### src/rtl/core/lgbcm_pkg.sv
// shared types, constants and helpers for the lehmer generator bit change monitor
`timescale 1ns / 1ps
`default_nettype none

package lgbcm_pkg;

   // parameter defaults
   localparam int VALUE_WIDTH_DEF = 64;
   localparam int COUNT_WIDTH_DEF = 32;

   // fixed field widths of the channels
   localparam int KIND_WIDTH        = 1;
   localparam int BIN_SELECT_WIDTH  = 7;
   localparam int STEP_COUNT_WIDTH  = 32;
   localparam int VALUE_OUT_WIDTH   = 64;
   localparam int CHANGES_WIDTH     = 7;
   localparam int BIN_COUNT_WIDTH   = 32;
   localparam int CHANGE_SUM_WIDTH  = 38;

   // configuration port
   localparam int CSR_INDEX_WIDTH = 1;
   localparam int CSR_DATA_WIDTH  = 64;
   localparam logic [CSR_INDEX_WIDTH-1:0] CSR_MODULUS    = 1'b0;
   localparam logic [CSR_INDEX_WIDTH-1:0] CSR_MULTIPLIER = 1'b1;
   localparam logic [CSR_DATA_WIDTH-1:0] MODULUS_RESET    = 64'd13166748625691186689;
   localparam logic [CSR_DATA_WIDTH-1:0] MULTIPLIER_RESET = 64'd3180491373;

   // request kinds
   localparam logic [KIND_WIDTH-1:0] KIND_STEP = 1'b0;
   localparam logic [KIND_WIDTH-1:0] KIND_READ = 1'b1;

   // popcount digit
   localparam int POP_DIGIT     = 4;
   localparam int POP_SUM_WIDTH = $clog2(POP_DIGIT + 1);

   typedef struct packed {
      logic [KIND_WIDTH-1:0]       kind;
      logic [BIN_SELECT_WIDTH-1:0] bin_select;
   } req_type;

   typedef struct packed {
      logic [STEP_COUNT_WIDTH-1:0] step_count;
      logic [VALUE_OUT_WIDTH-1:0]  current_value;
      logic [CHANGES_WIDTH-1:0]    changed_bits;
      logic [BIN_COUNT_WIDTH-1:0]  bin_count;
      logic [CHANGES_WIDTH-1:0]    fewest_changes;
      logic [CHANGES_WIDTH-1:0]    most_changes;
      logic [CHANGE_SUM_WIDTH-1:0] change_total;
      logic [VALUE_OUT_WIDTH-1:0]  fewest_new_value;
      logic [VALUE_OUT_WIDTH-1:0]  fewest_old_value;
      logic [VALUE_OUT_WIDTH-1:0]  most_new_value;
      logic [VALUE_OUT_WIDTH-1:0]  most_old_value;
   } rsp_type;

   typedef struct packed {
      logic lookup;
      logic bump;
      logic report;
   } stats_cmd_type;

   typedef enum logic [1:0] {
      MUL_IDLE,
      MUL_REDUCE,
      MUL_LOOP
   } mul_state_type;

   typedef enum logic [2:0] {
      TOP_IDLE,
      TOP_MUL,
      TOP_POP,
      TOP_LOOKUP,
      TOP_APPLY,
      TOP_SEND
   } top_state_type;

   function automatic logic [POP_SUM_WIDTH-1:0] digit_ones(input logic [POP_DIGIT-1:0] digit);
      logic [POP_SUM_WIDTH-1:0] ones;
      ones = '0;
      for (int i = 0; i < POP_DIGIT; i++) begin
         ones = ones + POP_SUM_WIDTH'(digit[i]);
      end
      return ones;
   endfunction

endpackage

`default_nettype wire

### src/rtl/core/lgbcm_modmul.sv
// bit-serial modular multiplier with serial pre-reduction of the base
`timescale 1ns / 1ps
`default_nettype none

module lgbcm_modmul #(
   parameter int VALUE_WIDTH = lgbcm_pkg::VALUE_WIDTH_DEF
) (
   input  logic                   clock,
   input  logic                   reset,
   input  logic                   start,
   input  logic [VALUE_WIDTH-1:0] base_value,
   input  logic [VALUE_WIDTH-1:0] factor,
   input  logic [VALUE_WIDTH-1:0] modulus,
   output logic                   done,
   output logic [VALUE_WIDTH-1:0] product
);

   localparam int W    = VALUE_WIDTH;
   localparam int CntW = $clog2(W + 1);

   lgbcm_pkg::mul_state_type state_ff, state_in;
   logic [W-1:0]    acc_ff, acc_in;
   logic [W-1:0]    base_ff, base_in;
   logic [W-1:0]    bits_ff, bits_in;
   logic [W-1:0]    factor_ff, factor_in;
   logic [W-1:0]    mod_ff, mod_in;
   logic [CntW-1:0] cnt_ff, cnt_in;
   logic            done_ff, done_in;

   logic [W:0]   red_sum, red_diff;
   logic [W+1:0] mul_sum, mul_m1, mul_m2, mod_x1, mod_x2;

   always_comb begin
      red_sum  = {acc_ff, bits_ff[W-1]};
      red_diff = red_sum - {1'b0, mod_ff};
      mod_x1   = {2'b00, mod_ff};
      mod_x2   = {1'b0, mod_ff, 1'b0};
      mul_sum  = {1'b0, acc_ff, 1'b0} + (bits_ff[W-1] ? {2'b00, base_ff} : '0);
      mul_m1   = mul_sum - mod_x1;
      mul_m2   = mul_sum - mod_x2;

      state_in  = state_ff;
      acc_in    = acc_ff;
      base_in   = base_ff;
      bits_in   = bits_ff;
      factor_in = factor_ff;
      mod_in    = mod_ff;
      cnt_in    = cnt_ff;
      done_in   = 1'b0;

      unique case (state_ff)
         lgbcm_pkg::MUL_IDLE: begin
            if (start) begin
               mod_in    = modulus;
               factor_in = factor;
               acc_in    = '0;
               cnt_in    = CntW'(W);
               if ((modulus != '0) && (base_value >= modulus)) begin
                  bits_in  = base_value;
                  state_in = lgbcm_pkg::MUL_REDUCE;
               end else begin
                  base_in  = base_value;
                  bits_in  = factor;
                  state_in = lgbcm_pkg::MUL_LOOP;
               end
            end
         end
         lgbcm_pkg::MUL_REDUCE: begin
            // restoring remainder, one base bit per cycle
            if (red_sum >= {1'b0, mod_ff}) begin
               acc_in = red_diff[W-1:0];
            end else begin
               acc_in = red_sum[W-1:0];
            end
            bits_in = bits_ff << 1;
            cnt_in  = cnt_ff - 1'b1;
            if (cnt_ff == CntW'(1)) begin
               base_in  = acc_in;
               acc_in   = '0;
               bits_in  = factor_ff;
               cnt_in   = CntW'(W);
               state_in = lgbcm_pkg::MUL_LOOP;
            end
         end
         lgbcm_pkg::MUL_LOOP: begin
            // double and add, one factor bit per cycle
            if (mod_ff == '0) begin
               acc_in = mul_sum[W-1:0];
            end else if (mul_sum >= mod_x2) begin
               acc_in = mul_m2[W-1:0];
            end else if (mul_sum >= mod_x1) begin
               acc_in = mul_m1[W-1:0];
            end else begin
               acc_in = mul_sum[W-1:0];
            end
            bits_in = bits_ff << 1;
            cnt_in  = cnt_ff - 1'b1;
            if (cnt_ff == CntW'(1)) begin
               done_in  = 1'b1;
               state_in = lgbcm_pkg::MUL_IDLE;
            end
         end
         default: begin
            state_in = lgbcm_pkg::MUL_IDLE;
         end
      endcase
   end

   always_ff @(posedge clock) begin
      if (reset) begin
         state_ff <= lgbcm_pkg::MUL_IDLE;
         done_ff  <= 1'b0;
      end else begin
         state_ff <= state_in;
         done_ff  <= done_in;
      end
   end

   always_ff @(posedge clock) begin
      acc_ff    <= acc_in;
      base_ff   <= base_in;
      bits_ff   <= bits_in;
      factor_ff <= factor_in;
      mod_ff    <= mod_in;
      cnt_ff    <= cnt_in;
   end

   assign done    = done_ff;
   assign product = acc_ff;

endmodule

`default_nettype wire

### src/rtl/core/lgbcm_popcnt.sv
// digit-serial population count of a state difference
`timescale 1ns / 1ps
`default_nettype none

module lgbcm_popcnt #(
   parameter int VALUE_WIDTH = lgbcm_pkg::VALUE_WIDTH_DEF
) (
   input  logic                           clock,
   input  logic                           reset,
   input  logic                           start,
   input  logic [VALUE_WIDTH-1:0]         value,
   output logic                           done,
   output logic [$clog2(VALUE_WIDTH+1)-1:0] ones
);

   localparam int W        = VALUE_WIDTH;
   localparam int ChgW     = $clog2(W + 1);
   localparam int PopDigit = lgbcm_pkg::POP_DIGIT;
   localparam int Digits   = (W + PopDigit - 1) / PopDigit;
   localparam int LeftW    = $clog2(Digits + 1);

   logic             busy_ff, busy_in;
   logic             done_ff, done_in;
   logic [W-1:0]     shift_ff, shift_in;
   logic [ChgW-1:0]  sum_ff, sum_in;
   logic [LeftW-1:0] left_ff, left_in;

   always_comb begin
      busy_in  = busy_ff;
      done_in  = 1'b0;
      shift_in = shift_ff;
      sum_in   = sum_ff;
      left_in  = left_ff;
      if (start) begin
         busy_in  = 1'b1;
         shift_in = value;
         sum_in   = '0;
         left_in  = LeftW'(Digits);
      end else if (busy_ff) begin
         sum_in   = sum_ff + ChgW'(lgbcm_pkg::digit_ones(shift_ff[PopDigit-1:0]));
         shift_in = {{PopDigit{1'b0}}, shift_ff[W-1:PopDigit]};
         left_in  = left_ff - 1'b1;
         if (left_ff == LeftW'(1)) begin
            busy_in = 1'b0;
            done_in = 1'b1;
         end
      end
   end

   always_ff @(posedge clock) begin
      if (reset) begin
         busy_ff <= 1'b0;
         done_ff <= 1'b0;
      end else begin
         busy_ff <= busy_in;
         done_ff <= done_in;
      end
   end

   always_ff @(posedge clock) begin
      shift_ff <= shift_in;
      sum_ff   <= sum_in;
      left_ff  <= left_in;
   end

   assign done = done_ff;
   assign ones = sum_ff;

endmodule

`default_nettype wire

### src/rtl/core/lgbcm_stats.sv
// change histogram memory and running step statistics
`timescale 1ns / 1ps
`default_nettype none

module lgbcm_stats #(
   parameter int VALUE_WIDTH = lgbcm_pkg::VALUE_WIDTH_DEF,
   parameter int COUNT_WIDTH = lgbcm_pkg::COUNT_WIDTH_DEF
) (
   input  logic                                    clock,
   input  logic                                    reset,
   input  lgbcm_pkg::stats_cmd_type                cmd,
   input  logic [lgbcm_pkg::BIN_SELECT_WIDTH-1:0]  bin,
   input  logic [VALUE_WIDTH-1:0]                  new_value,
   input  logic [VALUE_WIDTH-1:0]                  old_value,
   output logic [COUNT_WIDTH-1:0]                  bin_count,
   output logic [COUNT_WIDTH-1:0]                  step_count,
   output logic [COUNT_WIDTH+5:0]                  change_sum,
   output logic [$clog2(VALUE_WIDTH+1)-1:0]        low_mark,
   output logic [$clog2(VALUE_WIDTH+1)-1:0]        high_mark,
   output logic [VALUE_WIDTH-1:0]                  low_new,
   output logic [VALUE_WIDTH-1:0]                  low_old,
   output logic [VALUE_WIDTH-1:0]                  high_new,
   output logic [VALUE_WIDTH-1:0]                  high_old
);

   localparam int W    = VALUE_WIDTH;
   localparam int CW   = COUNT_WIDTH;
   localparam int SumW = COUNT_WIDTH + 6;
   localparam int IdxW = $clog2(W + 1);
   localparam int BinW = lgbcm_pkg::BIN_SELECT_WIDTH;

   logic [CW-1:0] hist_mem [0:W];
   logic [W:0]    valid_ff;

   logic [CW-1:0]   rd_data_ff;
   logic            hit_ff;
   logic [IdxW-1:0] idx_ff;
   logic [CW-1:0]   bin_count_ff;
   logic [CW-1:0]   steps_ff;
   logic [SumW-1:0] sum_ff;
   logic [IdxW-1:0] low_ff, high_ff;
   logic [W-1:0]    low_new_ff, low_old_ff, high_new_ff, high_old_ff;

   logic [IdxW-1:0] bin_idx;
   logic            in_range;
   logic [CW-1:0]   cur_count, bumped;
   logic [SumW:0]   sum_ext;

   always_comb begin
      bin_idx   = bin[IdxW-1:0];
      in_range  = (bin <= BinW'(W));
      cur_count = hit_ff ? rd_data_ff : '0;
      bumped    = (cur_count == '1) ? cur_count : cur_count + 1'b1;
      sum_ext   = {1'b0, sum_ff} + (SumW + 1)'(idx_ff);
   end

   always_ff @(posedge clock) begin
      if (cmd.lookup) begin
         rd_data_ff <= hist_mem[bin_idx];
      end
      if (cmd.bump) begin
         hist_mem[idx_ff] <= bumped;
      end
   end

   always_ff @(posedge clock) begin
      if (cmd.lookup) begin
         idx_ff <= bin_idx;
      end
      if (cmd.bump) begin
         bin_count_ff <= bumped;
      end else if (cmd.report) begin
         bin_count_ff <= cur_count;
      end
   end

   always_ff @(posedge clock) begin
      if (reset) begin
         valid_ff    <= '0;
         hit_ff      <= 1'b0;
         steps_ff    <= '0;
         sum_ff      <= '0;
         low_ff      <= IdxW'(W);
         high_ff     <= '0;
         low_new_ff  <= '0;
         low_old_ff  <= '0;
         high_new_ff <= '0;
         high_old_ff <= '0;
      end else begin
         if (cmd.lookup) begin
            hit_ff <= in_range && valid_ff[bin_idx];
         end
         if (cmd.bump) begin
            valid_ff[idx_ff] <= 1'b1;
            if (steps_ff != '1) begin
               steps_ff <= steps_ff + 1'b1;
            end
            sum_ff <= sum_ext[SumW] ? '1 : sum_ext[SumW-1:0];
            if (idx_ff < low_ff) begin
               low_ff     <= idx_ff;
               low_new_ff <= new_value;
               low_old_ff <= old_value;
            end
            if (idx_ff > high_ff) begin
               high_ff     <= idx_ff;
               high_new_ff <= new_value;
               high_old_ff <= old_value;
            end
         end
      end
   end

   assign bin_count  = bin_count_ff;
   assign step_count = steps_ff;
   assign change_sum = sum_ff;
   assign low_mark   = low_ff;
   assign high_mark  = high_ff;
   assign low_new    = low_new_ff;
   assign low_old    = low_old_ff;
   assign high_new   = high_new_ff;
   assign high_old   = high_old_ff;

endmodule

`default_nettype wire

### src/rtl/core/lehmer_generator_bit_change_monitor.sv
// top level of the lehmer generator bit change monitor
// A step request multiplies the generator state by the multiplier modulo the
// modulus (zero modulus wraps at VALUE_WIDTH bits), counts the bits changed
// against the previous state, bumps that count's histogram bin and updates the
// running statistics; a read request returns one bin's count. One request is
// in work at a time, and the next one is taken while the previous response
// waits in the output register. A step runs through the bit-serial modular
// multiplier (one multiplier bit per cycle) and the 4-bit digit popcount; when
// the state is not below the modulus (after a modulus write, or a modulus of
// one) a serial reduction of the state runs before the multiply. A read
// request goes straight to the histogram lookup, apply and send states.
// The histogram needs no clearing pass: each bin has a valid bit cleared by reset.
`timescale 1ns / 1ps
`default_nettype none

module lehmer_generator_bit_change_monitor #(
   parameter int VALUE_WIDTH = lgbcm_pkg::VALUE_WIDTH_DEF,
   parameter int COUNT_WIDTH = lgbcm_pkg::COUNT_WIDTH_DEF
) (
   input  logic                                   clock,
   input  logic                                   reset,
   input  logic                                   req_valid,
   output logic                                   req_stall,
   input  lgbcm_pkg::req_type                     req_data,
   output logic                                   rsp_valid,
   input  logic                                   rsp_stall,
   output lgbcm_pkg::rsp_type                     rsp_data,
   input  logic                                   csr_write,
   input  logic [lgbcm_pkg::CSR_INDEX_WIDTH-1:0]  csr_index,
   input  logic [lgbcm_pkg::CSR_DATA_WIDTH-1:0]   csr_wdata
);

   localparam int W       = VALUE_WIDTH;
   localparam int CW      = COUNT_WIDTH;
   localparam int ChgW    = $clog2(W + 1);
   localparam int BinW    = lgbcm_pkg::BIN_SELECT_WIDTH;
   localparam int StepW   = lgbcm_pkg::STEP_COUNT_WIDTH;
   localparam int ValOutW = lgbcm_pkg::VALUE_OUT_WIDTH;
   localparam int ChOutW  = lgbcm_pkg::CHANGES_WIDTH;
   localparam int BinCntW = lgbcm_pkg::BIN_COUNT_WIDTH;
   localparam int SumOutW = lgbcm_pkg::CHANGE_SUM_WIDTH;

   lgbcm_pkg::top_state_type state_ff, state_in;
   logic [W-1:0]    modulus_ff, multiplier_ff;
   logic [W-1:0]    gen_value_ff, prior_value_ff;
   logic [W-1:0]    next_ff, next_in;
   logic            kind_ff, kind_in;
   logic [BinW-1:0] bin_ff, bin_in;
   logic            rsp_valid_ff, rsp_valid_in;
   lgbcm_pkg::rsp_type rsp_data_ff, rsp_data_in;
   logic            advance;

   logic                accept;
   logic                mul_start, mul_done;
   logic [W-1:0]        mul_product;
   logic                pop_start, pop_done;
   logic [ChgW-1:0]     pop_ones;
   lgbcm_pkg::stats_cmd_type stats_cmd;

   logic [CW-1:0]   st_bin_count, st_steps;
   logic [CW+5:0]   st_sum;
   logic [ChgW-1:0] st_low, st_high;
   logic [W-1:0]    st_low_new, st_low_old, st_high_new, st_high_old;

   lgbcm_modmul #(
      .VALUE_WIDTH(W)
   ) u_modmul (
      .clock      (clock),
      .reset      (reset),
      .start      (mul_start),
      .base_value (gen_value_ff),
      .factor     (multiplier_ff),
      .modulus    (modulus_ff),
      .done       (mul_done),
      .product    (mul_product)
   );

   lgbcm_popcnt #(
      .VALUE_WIDTH(W)
   ) u_popcnt (
      .clock (clock),
      .reset (reset),
      .start (pop_start),
      .value (mul_product ^ prior_value_ff),
      .done  (pop_done),
      .ones  (pop_ones)
   );

   lgbcm_stats #(
      .VALUE_WIDTH(W),
      .COUNT_WIDTH(CW)
   ) u_stats (
      .clock      (clock),
      .reset      (reset),
      .cmd        (stats_cmd),
      .bin        (bin_ff),
      .new_value  (next_ff),
      .old_value  (prior_value_ff),
      .bin_count  (st_bin_count),
      .step_count (st_steps),
      .change_sum (st_sum),
      .low_mark   (st_low),
      .high_mark  (st_high),
      .low_new    (st_low_new),
      .low_old    (st_low_old),
      .high_new   (st_high_new),
      .high_old   (st_high_old)
   );

   assign req_stall = (state_ff != lgbcm_pkg::TOP_IDLE);
   assign accept    = req_valid && !req_stall;

   always_comb begin
      state_in     = state_ff;
      next_in      = next_ff;
      kind_in      = kind_ff;
      bin_in       = bin_ff;
      mul_start    = 1'b0;
      pop_start    = 1'b0;
      stats_cmd    = '0;
      advance      = 1'b0;
      rsp_valid_in = rsp_valid_ff && rsp_stall;
      rsp_data_in  = rsp_data_ff;

      unique case (state_ff)
         lgbcm_pkg::TOP_IDLE: begin
            if (accept) begin
               kind_in = req_data.kind;
               bin_in  = req_data.bin_select;
               if (req_data.kind == lgbcm_pkg::KIND_STEP) begin
                  mul_start = 1'b1;
                  state_in  = lgbcm_pkg::TOP_MUL;
               end else begin
                  state_in = lgbcm_pkg::TOP_LOOKUP;
               end
            end
         end
         lgbcm_pkg::TOP_MUL: begin
            if (mul_done) begin
               next_in   = mul_product;
               pop_start = 1'b1;
               state_in  = lgbcm_pkg::TOP_POP;
            end
         end
         lgbcm_pkg::TOP_POP: begin
            if (pop_done) begin
               bin_in   = BinW'(pop_ones);
               state_in = lgbcm_pkg::TOP_LOOKUP;
            end
         end
         lgbcm_pkg::TOP_LOOKUP: begin
            stats_cmd.lookup = 1'b1;
            state_in         = lgbcm_pkg::TOP_APPLY;
         end
         lgbcm_pkg::TOP_APPLY: begin
            if (kind_ff == lgbcm_pkg::KIND_STEP) begin
               stats_cmd.bump = 1'b1;
               advance        = 1'b1;
            end else begin
               stats_cmd.report = 1'b1;
            end
            state_in = lgbcm_pkg::TOP_SEND;
         end
         lgbcm_pkg::TOP_SEND: begin
            if (!rsp_valid_ff || !rsp_stall) begin
               rsp_valid_in                 = 1'b1;
               rsp_data_in.step_count       = StepW'(st_steps);
               rsp_data_in.current_value    = ValOutW'(gen_value_ff);
               rsp_data_in.changed_bits     = (kind_ff == lgbcm_pkg::KIND_STEP) ?
                                              ChOutW'(bin_ff) : '0;
               rsp_data_in.bin_count        = BinCntW'(st_bin_count);
               rsp_data_in.fewest_changes   = ChOutW'(st_low);
               rsp_data_in.most_changes     = ChOutW'(st_high);
               rsp_data_in.change_total     = SumOutW'(st_sum);
               rsp_data_in.fewest_new_value = ValOutW'(st_low_new);
               rsp_data_in.fewest_old_value = ValOutW'(st_low_old);
               rsp_data_in.most_new_value   = ValOutW'(st_high_new);
               rsp_data_in.most_old_value   = ValOutW'(st_high_old);
               state_in                     = lgbcm_pkg::TOP_IDLE;
            end
         end
         default: begin
            state_in = lgbcm_pkg::TOP_IDLE;
         end
      endcase
   end

   always_ff @(posedge clock) begin
      if (reset) begin
         state_ff       <= lgbcm_pkg::TOP_IDLE;
         rsp_valid_ff   <= 1'b0;
         modulus_ff     <= W'(lgbcm_pkg::MODULUS_RESET);
         multiplier_ff  <= W'(lgbcm_pkg::MULTIPLIER_RESET);
         gen_value_ff   <= W'(1);
         prior_value_ff <= '0;
      end else begin
         state_ff     <= state_in;
         rsp_valid_ff <= rsp_valid_in;
         if (csr_write) begin
            unique case (csr_index)
               lgbcm_pkg::CSR_MODULUS:    modulus_ff    <= csr_wdata[W-1:0];
               lgbcm_pkg::CSR_MULTIPLIER: multiplier_ff <= csr_wdata[W-1:0];
               default: ;
            endcase
         end
         if (advance) begin
            gen_value_ff   <= next_ff;
            prior_value_ff <= next_ff;
         end
      end
   end

   always_ff @(posedge clock) begin
      next_ff     <= next_in;
      kind_ff     <= kind_in;
      bin_ff      <= bin_in;
      rsp_data_ff <= rsp_data_in;
   end

   assign rsp_valid = rsp_valid_ff;
   assign rsp_data  = rsp_data_ff;

endmodule

`default_nettype wire

### config.mk
export PLATFORM = sky130hd
export DESIGN_NAME = lehmer_generator_bit_change_monitor
export DESIGN_NICKNAME = d
export VERILOG_FILES = /design/src/rtl/core/lgbcm_pkg.sv /design/src/rtl/core/lgbcm_modmul.sv /design/src/rtl/core/lgbcm_popcnt.sv /design/src/rtl/core/lgbcm_stats.sv /design/src/rtl/core/lehmer_generator_bit_change_monitor.sv
export SDC_FILE = /design/constraint.sdc
export NUM_CORES = 2
export LEC_CHECK = 0
export BUFFER_PORTS_ARGS = -buffer_cell sky130_fd_sc_hd__buf_2
export CAP_MARGIN = 25
export CELL_PAD_IN_SITES_DETAIL_PLACEMENT = 1
export CELL_PAD_IN_SITES_GLOBAL_PLACEMENT = 1
export CORE_MARGIN = 3
export CORE_UTILIZATION = 52
export CTS_BUF_LIST = sky130_fd_sc_hd__clkbuf_4 sky130_fd_sc_hd__clkbuf_8 sky130_fd_sc_hd__clkbuf_16
export DETAILED_ROUTE_END_ITERATION = 10
export HOLD_SLACK_MARGIN = 0.03
export PLACE_DENSITY = 0.81
export RECOVER_POWER = 25
export SLEW_MARGIN = 10
export SYNTH_ARGS = -nofsm -noshare
export SYNTH_HDL_FRONTEND = slang
export SYNTH_SLANG_ARGS = --single-unit
### constraint.sdc
create_clock -name clock -period 31.4 [get_ports clock]
set_clock_uncertainty 0.05 [all_clocks]
set_input_delay 6.28 -clock clock [delete_from_list [all_inputs] [get_ports clock]]
set_output_delay 6.28 -clock clock [all_outputs]
set_load 0.02 [all_outputs]
# Yosys cells after proc, flatten, opt, wreduce, memory -nomap -nowiden
# Memory sizes are Yosys's and may differ from the RTL's. A register that Yosys moved wholly into a read port is not among the register bits.
# Index checks and enable logic that the tools add are counted.
# word_totals
word_cells	191
memories	1
ramBits	2080
reg_bits	1628
out_inout_bits	445
# classes
bitwise_logic	5
n_mux	63
add_sub_neg	13
eq_ne	19
order_cmp	10
n_reduce_logical	35
# memory_table
name	depth	word_bits	read_ports	rd_ports_with_merged_regs	write_ports	line	text
u_stats.hist_mem	65	32	1	1	1	lgbcm_stats.sv:32	logic [CW-1:0] hist_mem [0:W];
# ops
operator	count
64-bit 2-to-1 mux	15
64-bit one-hot mux with 3 select lines	2
64-bit subtractor	3
32-bit 2-to-1 mux	4
64-bit one-hot mux with 2 select lines	1
65-bit by 64-bit adder with 66-bit output	1
66-bit by 64-bit greater-or-equal comparator with 1-bit output	1
66-bit by 65-bit greater-or-equal comparator with 1-bit output	1
65-bit by 64-bit greater-or-equal comparator with 1-bit output	1
65-bit bitwise OR	1
32-bit by 1-bit adder with 32-bit output, second input constant	2
64-bit greater-or-equal comparator	1
64-bit zero test	1
64-bit nonzero test	1
64-bit bitwise XOR	1
38-bit by 7-bit adder with 39-bit output	1
38-bit 2-to-1 mux	1
32-bit == test, second input constant	1
32-bit != test, second input constant	1
7-bit 2-to-1 mux	4
7-bit one-hot mux with 3 select lines	1
1-bit 2-to-1 mux	20
2-bit AND reduction	10
3-bit one-hot mux with 6 select lines	1
37 further kinds	69

# Logic depth before layout (Yosys ltp)
# logic_depth
word_depth	7
depth_mapped	29
mapped_depth_nobuf	25

# Hierarchy
# From an unflattened synthesis, not the netlist that was laid out.
# hier_totals
cells_unflattened	10877
area_unflattened_um2	158393.2
# by_module_without_submodules
module	cells_each	area_each_um2	instances
lgbcm_stats	5468	99793.2	1
lgbcm_modmul	3737	32109.5	1
lehmer_generator_bit_change_monitor	1466	23133.4	1
lgbcm_popcnt	206	3357.0	1

# Worst setup path before layout
# No wires, ideal clock.
# synth_path
path_type	input-to-reg
startpoint	in rsp_stall
endpoint	reg rsp_data_ff (netlist bit rsp_data[0]) (enable)
setup_slack_ns	2.976
t_required_ns	29.951
arrival_ns	26.975
path_buffers	0
setup_time_ns	1.399
path_stages	1
path_cell_list	a21oi_1
# synth_via
elab_chain_len	3
# synth_rtl
item	line	text
from (decl)	lehmer_generator_bit_change_monitor.sv:26	input logic rsp_stall,
1-bit zero test	lehmer_generator_bit_change_monitor.sv:165	if (!rsp_valid_ff || !rsp_stall) begin
1-bit logical OR	lehmer_generator_bit_change_monitor.sv:165	
2-bit AND reduction (no source line)	n/a	
to (signal assigned)	lehmer_generator_bit_change_monitor.sv:217	rsp_data_ff <= rsp_data_in;
to (decl)	lehmer_generator_bit_change_monitor.sv:50	lgbcm_pkg::rsp_type rsp_data_ff, rsp_data_in;
# No other way between the ends.
# A chain may end at the register's enable or synchronous reset.

# Worst setup path in the final report
# layout_path
startpoint	reg state_ff[2]
endpoint	mem u_stats.hist_mem[64][15] (netlist bit) (enable)
# layout_via
elab_chain_len	4
# layout_rtl
item	line	text
from (decl)	lehmer_generator_bit_change_monitor.sv:43	lgbcm_pkg::top_state_type state_ff, state_in;
from (signal assigned)	lehmer_generator_bit_change_monitor.sv:190	state_ff <= lgbcm_pkg::TOP_IDLE;
from (signal assigned)	lehmer_generator_bit_change_monitor.sv:197	state_ff <= state_in;
3-bit == test	lehmer_generator_bit_change_monitor.sv:125	unique case (state_ff)
2-bit 2-to-1 mux	lehmer_generator_bit_change_monitor.sv:125	
1-bit 2-to-1 mux	lgbcm_stats.sv:61	if (cmd.bump) begin
1-bit 2-to-1 mux (not written as such)	lgbcm_stats.sv:62	hist_mem[idx_ff] <= bumped;
to (decl)	lgbcm_stats.sv:32	
# No other way between the ends.

==> summary.txt <==
Floorplan
  • Die area: 0.309 mm2
  • Die Wd: 556 um
  • Starting Density: 52.3%
  • Die Ht: 556 um
  • Top-level I/O count: 523
  • Rows: 201
  • Core box area: 0.300 mm2

Timing
  • Max-slew violation count: 1,781
  • Setup ws final: 21,210 ps
  • RSZ-0062 raised after global routing: no
  • Worst-Margin Slew: 3820 ps
  • Fmax: 98.1 MHz
  • Slew HR: -155%
  • Hold Violations, Final: 0
  • Final setup violation count: 0
  • Min Tclk post-route: 10,190 ps
  • Tcrit/Tclk final: 32.4%
  • Setup_tns: 0 ps

Synth
  • Post-synth EDFFs: 3,057
  • YS warnings: 0
  • Post-Synth XOR/XNOR Area: 2.34%
  • Top post-synthesis cells by area: edfxtp_1, dfxtp_1, mux4_2, nand2_1, a21oi_1
  • Most numerous cell in the Yosys netlist: edfxtp_1
  • Post-synthesis sequential area ratio: 66.3%
  • Yosys cell types: 106
  • Synthesized area per cell: 13.8 um2
  • Synthesized area: 0.157 mm2
  • Mapped Nets: 11,800
  • Synth top cells by count: edfxtp_1, nand2_1, a21oi_1
  • Yosys reg bits: 3,677
  • Adder-cell area share of the yosys netlist: 2.91%
  • Async SR Flop Fraction: 0%
  • Largest area contributor in the netlist: edfxtp_1
  • Compound-Gate Fraction of Synth Area: 9.89%
  • Synth Area in Simple Gates: 7.53%
  • Share of the synthesized area in the top cell type: 58.4%
  • Top FF cell, synth: edfxtp_1
  • Mux cell area share after synthesis: 8.75%
  • Combinational family with the most area after synthesis: compound AO/OA/AOI/OAI gates
  • Syn Inst Count: 11,400

Setup path
  • Most common cell type on the critical path: clkbuf_1
  • Crit-path cells: nor3b_1 -> clkbuf_1 -> nand2b_1 -> clkbuf_1 -> nor3_1 -> nor4bb_1 -> clkbuf_1
  • Setup crit start kind: flop
  • Worst Path Required: 31,850 ps
  • Worst Path Arrival: 10,640 ps
  • Crit path max fanout: 52
  • CP max stage cell: nand2b_1
  • R2R Setup Slk: 21,210 ps
  • Delay-heaviest family, CP: buffers and inverters
  • Buffers and inverters on the worst path: 3
  • WS Path Type: reg -> reg
  • Worst reg2reg startpoint: state_ff[2]
  • RR Endpoint: u_stats.hist_mem[64][15]
  • Slowest stage delay, CP: 2120 ps
  • Endpoint type of the worst setup path: flop
  • R2r worst-path depth: 7

Run
  • Max-Cap Viols: 50

Status
  • Status: finished with violations
  • Failing checks: DRC, capacitance limit, slew limit

Global route
  • First-pass GRT wire length: 838,000 um
  • GRT overflow: 0
  • Number of global-route vias before repair: 113,000
  • Largest net degree at the start of global routing: 199
  • Tot GR Track Use: 37.8%
  • Initial antenna violation count: 68

Routing
  • Wirelength per Cell: 36.8 um
  • DRT Wirelength: 597,000 um
  • Pre-antenna DRT Iters: 9
  • Via density per instance: 6.70
  • DRT iter0 DRCs: 14,600
  • Number of remaining DRC errors: 3
  • Via count: 109,000
  • Antenna-violating nets left: 0

Place
  • # port buffers: 522
  • Routability cong.: 0.972
  • Place WS: 21,180 ps
  • Hpwl dp: 376,000 um

Clock network
  • CTS sink cnt: 3,677
  • CTS tree: built
  • Clock transition at path regs: 60 ps
  • CTS max path bufs: 4
  • Post-CTS setup buffer count: 0
  • Num CTS Buffers: 370
  • Clock insertion delay at the later pin of the skew report: 950 ps
  • Clock root buffer: clkbuf_16
  • H-tree Lvls: 5
  • Post-cts resize count: 0
  • Quantity of hold-fixing buffers added after cts: 0

Power and ir drop
  • Clock power frac: 34.8%
  • Sw power: 4250 uW
  • Leakage: 0.0608 uW
  • Worst vdd ir: 0.0000610 V
  • Internal power: 9090 uW
  • Sw frac: 31.9%
  • Sequential fraction of design power: 41.4%
  • Combinational share of power: 23.9%
  • Power density cells: 75.1 mW/mm2

Min path
  • Min-Delay Path Class: reg -> reg
  • Hold Crit Start: multiplier_ff[14]
  • Hold EP: u_modmul.factor_ff[14]
  • WHS Path Cells: 0

Layout
  • Nets: 12,400
  • Post-layout util: 59.1%
  • Area grow syn2layout: 13.0%
  • Layout cells sized above 1: 16.2%
  • Top reg by flops: u_stats.hist_mem
  • Max FFs per register: 2,080
[power groups by stage]
stage	sequential (uW)	combinational (uW)	clock, uW
global placement	5610	3030	0
global route	5520	3380	4850
floorplan	5580	2070	0
CTS	5510	3120	4660
finish	5520	3180	4640
detailed placement	5610	3070	0
[worst register-to-register path, cell delays in order, from the launching register on]
cell      delay (ps)
dfxtp_1          670
nor3b_1          240
clkbuf_1        1760
nand2b_1        2190
clkbuf_1        1650
nor3_1           910
nor4bb_1         300
clkbuf_1        1960
[final cells by class]
cell class	instances	area, um2
clock buffer	483	10500
inverter	268	1010
fill	28400	123000
antenna	50	125
timing repair buffer	785	4480
clock inverter	200	2050
multi-input combinational	6822	50300
tap	3958	4950
sequential	3677	104000
[layer usage]
layer | vias up | part of all wire [%] | GRT usage [%]
met3 | 1921 | 8.5 | 6.30
met5 | - | 0.016 | 0
li1 | 44400 | - | -
met4 | 14 | 8.6 | 26.4
met2 | 7150 | 48 | 62.2
met1 | 55300 | 35 | 45.6
[through the flow]
| stage | hold slack (ps) | instance area, um2 | total power (uW) | std cells |
|---|---|---|---|---|
| 6_report | 358 | 178000 | 13300 | 16200 |
| 5_1_grt | 374 | 178000 | 13700 | 16200 |
| 4_1_cts | 356 | 178000 | 13300 | 16200 |
| 3_5_place_dp | 356 | 165000 | 8680 | 15500 |
| 3_3_place_gp | 354 | 165000 | 8640 | 15500 |
| 2_1_floorplan | 350 | 157000 | 7650 | 11400 |
[cell usage in the layout, fill, tap and decap left out, types with 65 or more instances in the layout]
cell and count:
inv_1 263, clkinv_2 65, o22ai_1 133, buf_4 159, clkbuf_1 86, o21ai_1 136, o221ai_1 124, mux4_2 398
nand2_1 1371, mux2i_1 376, xnor2_1 257, nand4_1 122, o21ai_0 383, nor3_1 65, dfxtp_1 620, nor2_1 443
ha_1 352, a22oi_1 69, o21a_1 89, a21oi_1 1014, edfxtp_1 3057, mux2_2 88, clkbuf_4 77, buf_2 522
xor2_1 147, clkbuf_16 384, nand3_1 128, a21o_1 148, and2_1 96
[how the worst max path moves through the flow]
stage | depth (start not counted) | end | start | slack (ps)
5_1_grt | 9 | u_stats.valid_ff[64] | state_ff[2] | 20830
3_5_place_dp | 5 | rsp_data[180] | rsp_stall | 21180
3_3_place_gp | 5 | rsp_data[186] | rsp_stall | 21360
6_report | 7 | u_stats.hist_mem[64][15] | state_ff[2] | 21210
4_1_cts | 5 | rsp_data[225] | rsp_stall | 22170
2_1_floorplan | 1 | rsp_data[0] | rsp_stall | 2980
[cell families after synthesis]
kind of cell	after synthesis
muxes	865
buffers and inverters	887
AOI/OAI and AO/OA	2537
adders and majority gates	361
and+or+nand+nor	2640
xor gates and xnor gates	419
DFF	3677
Power figures use the tool's default switching activity.
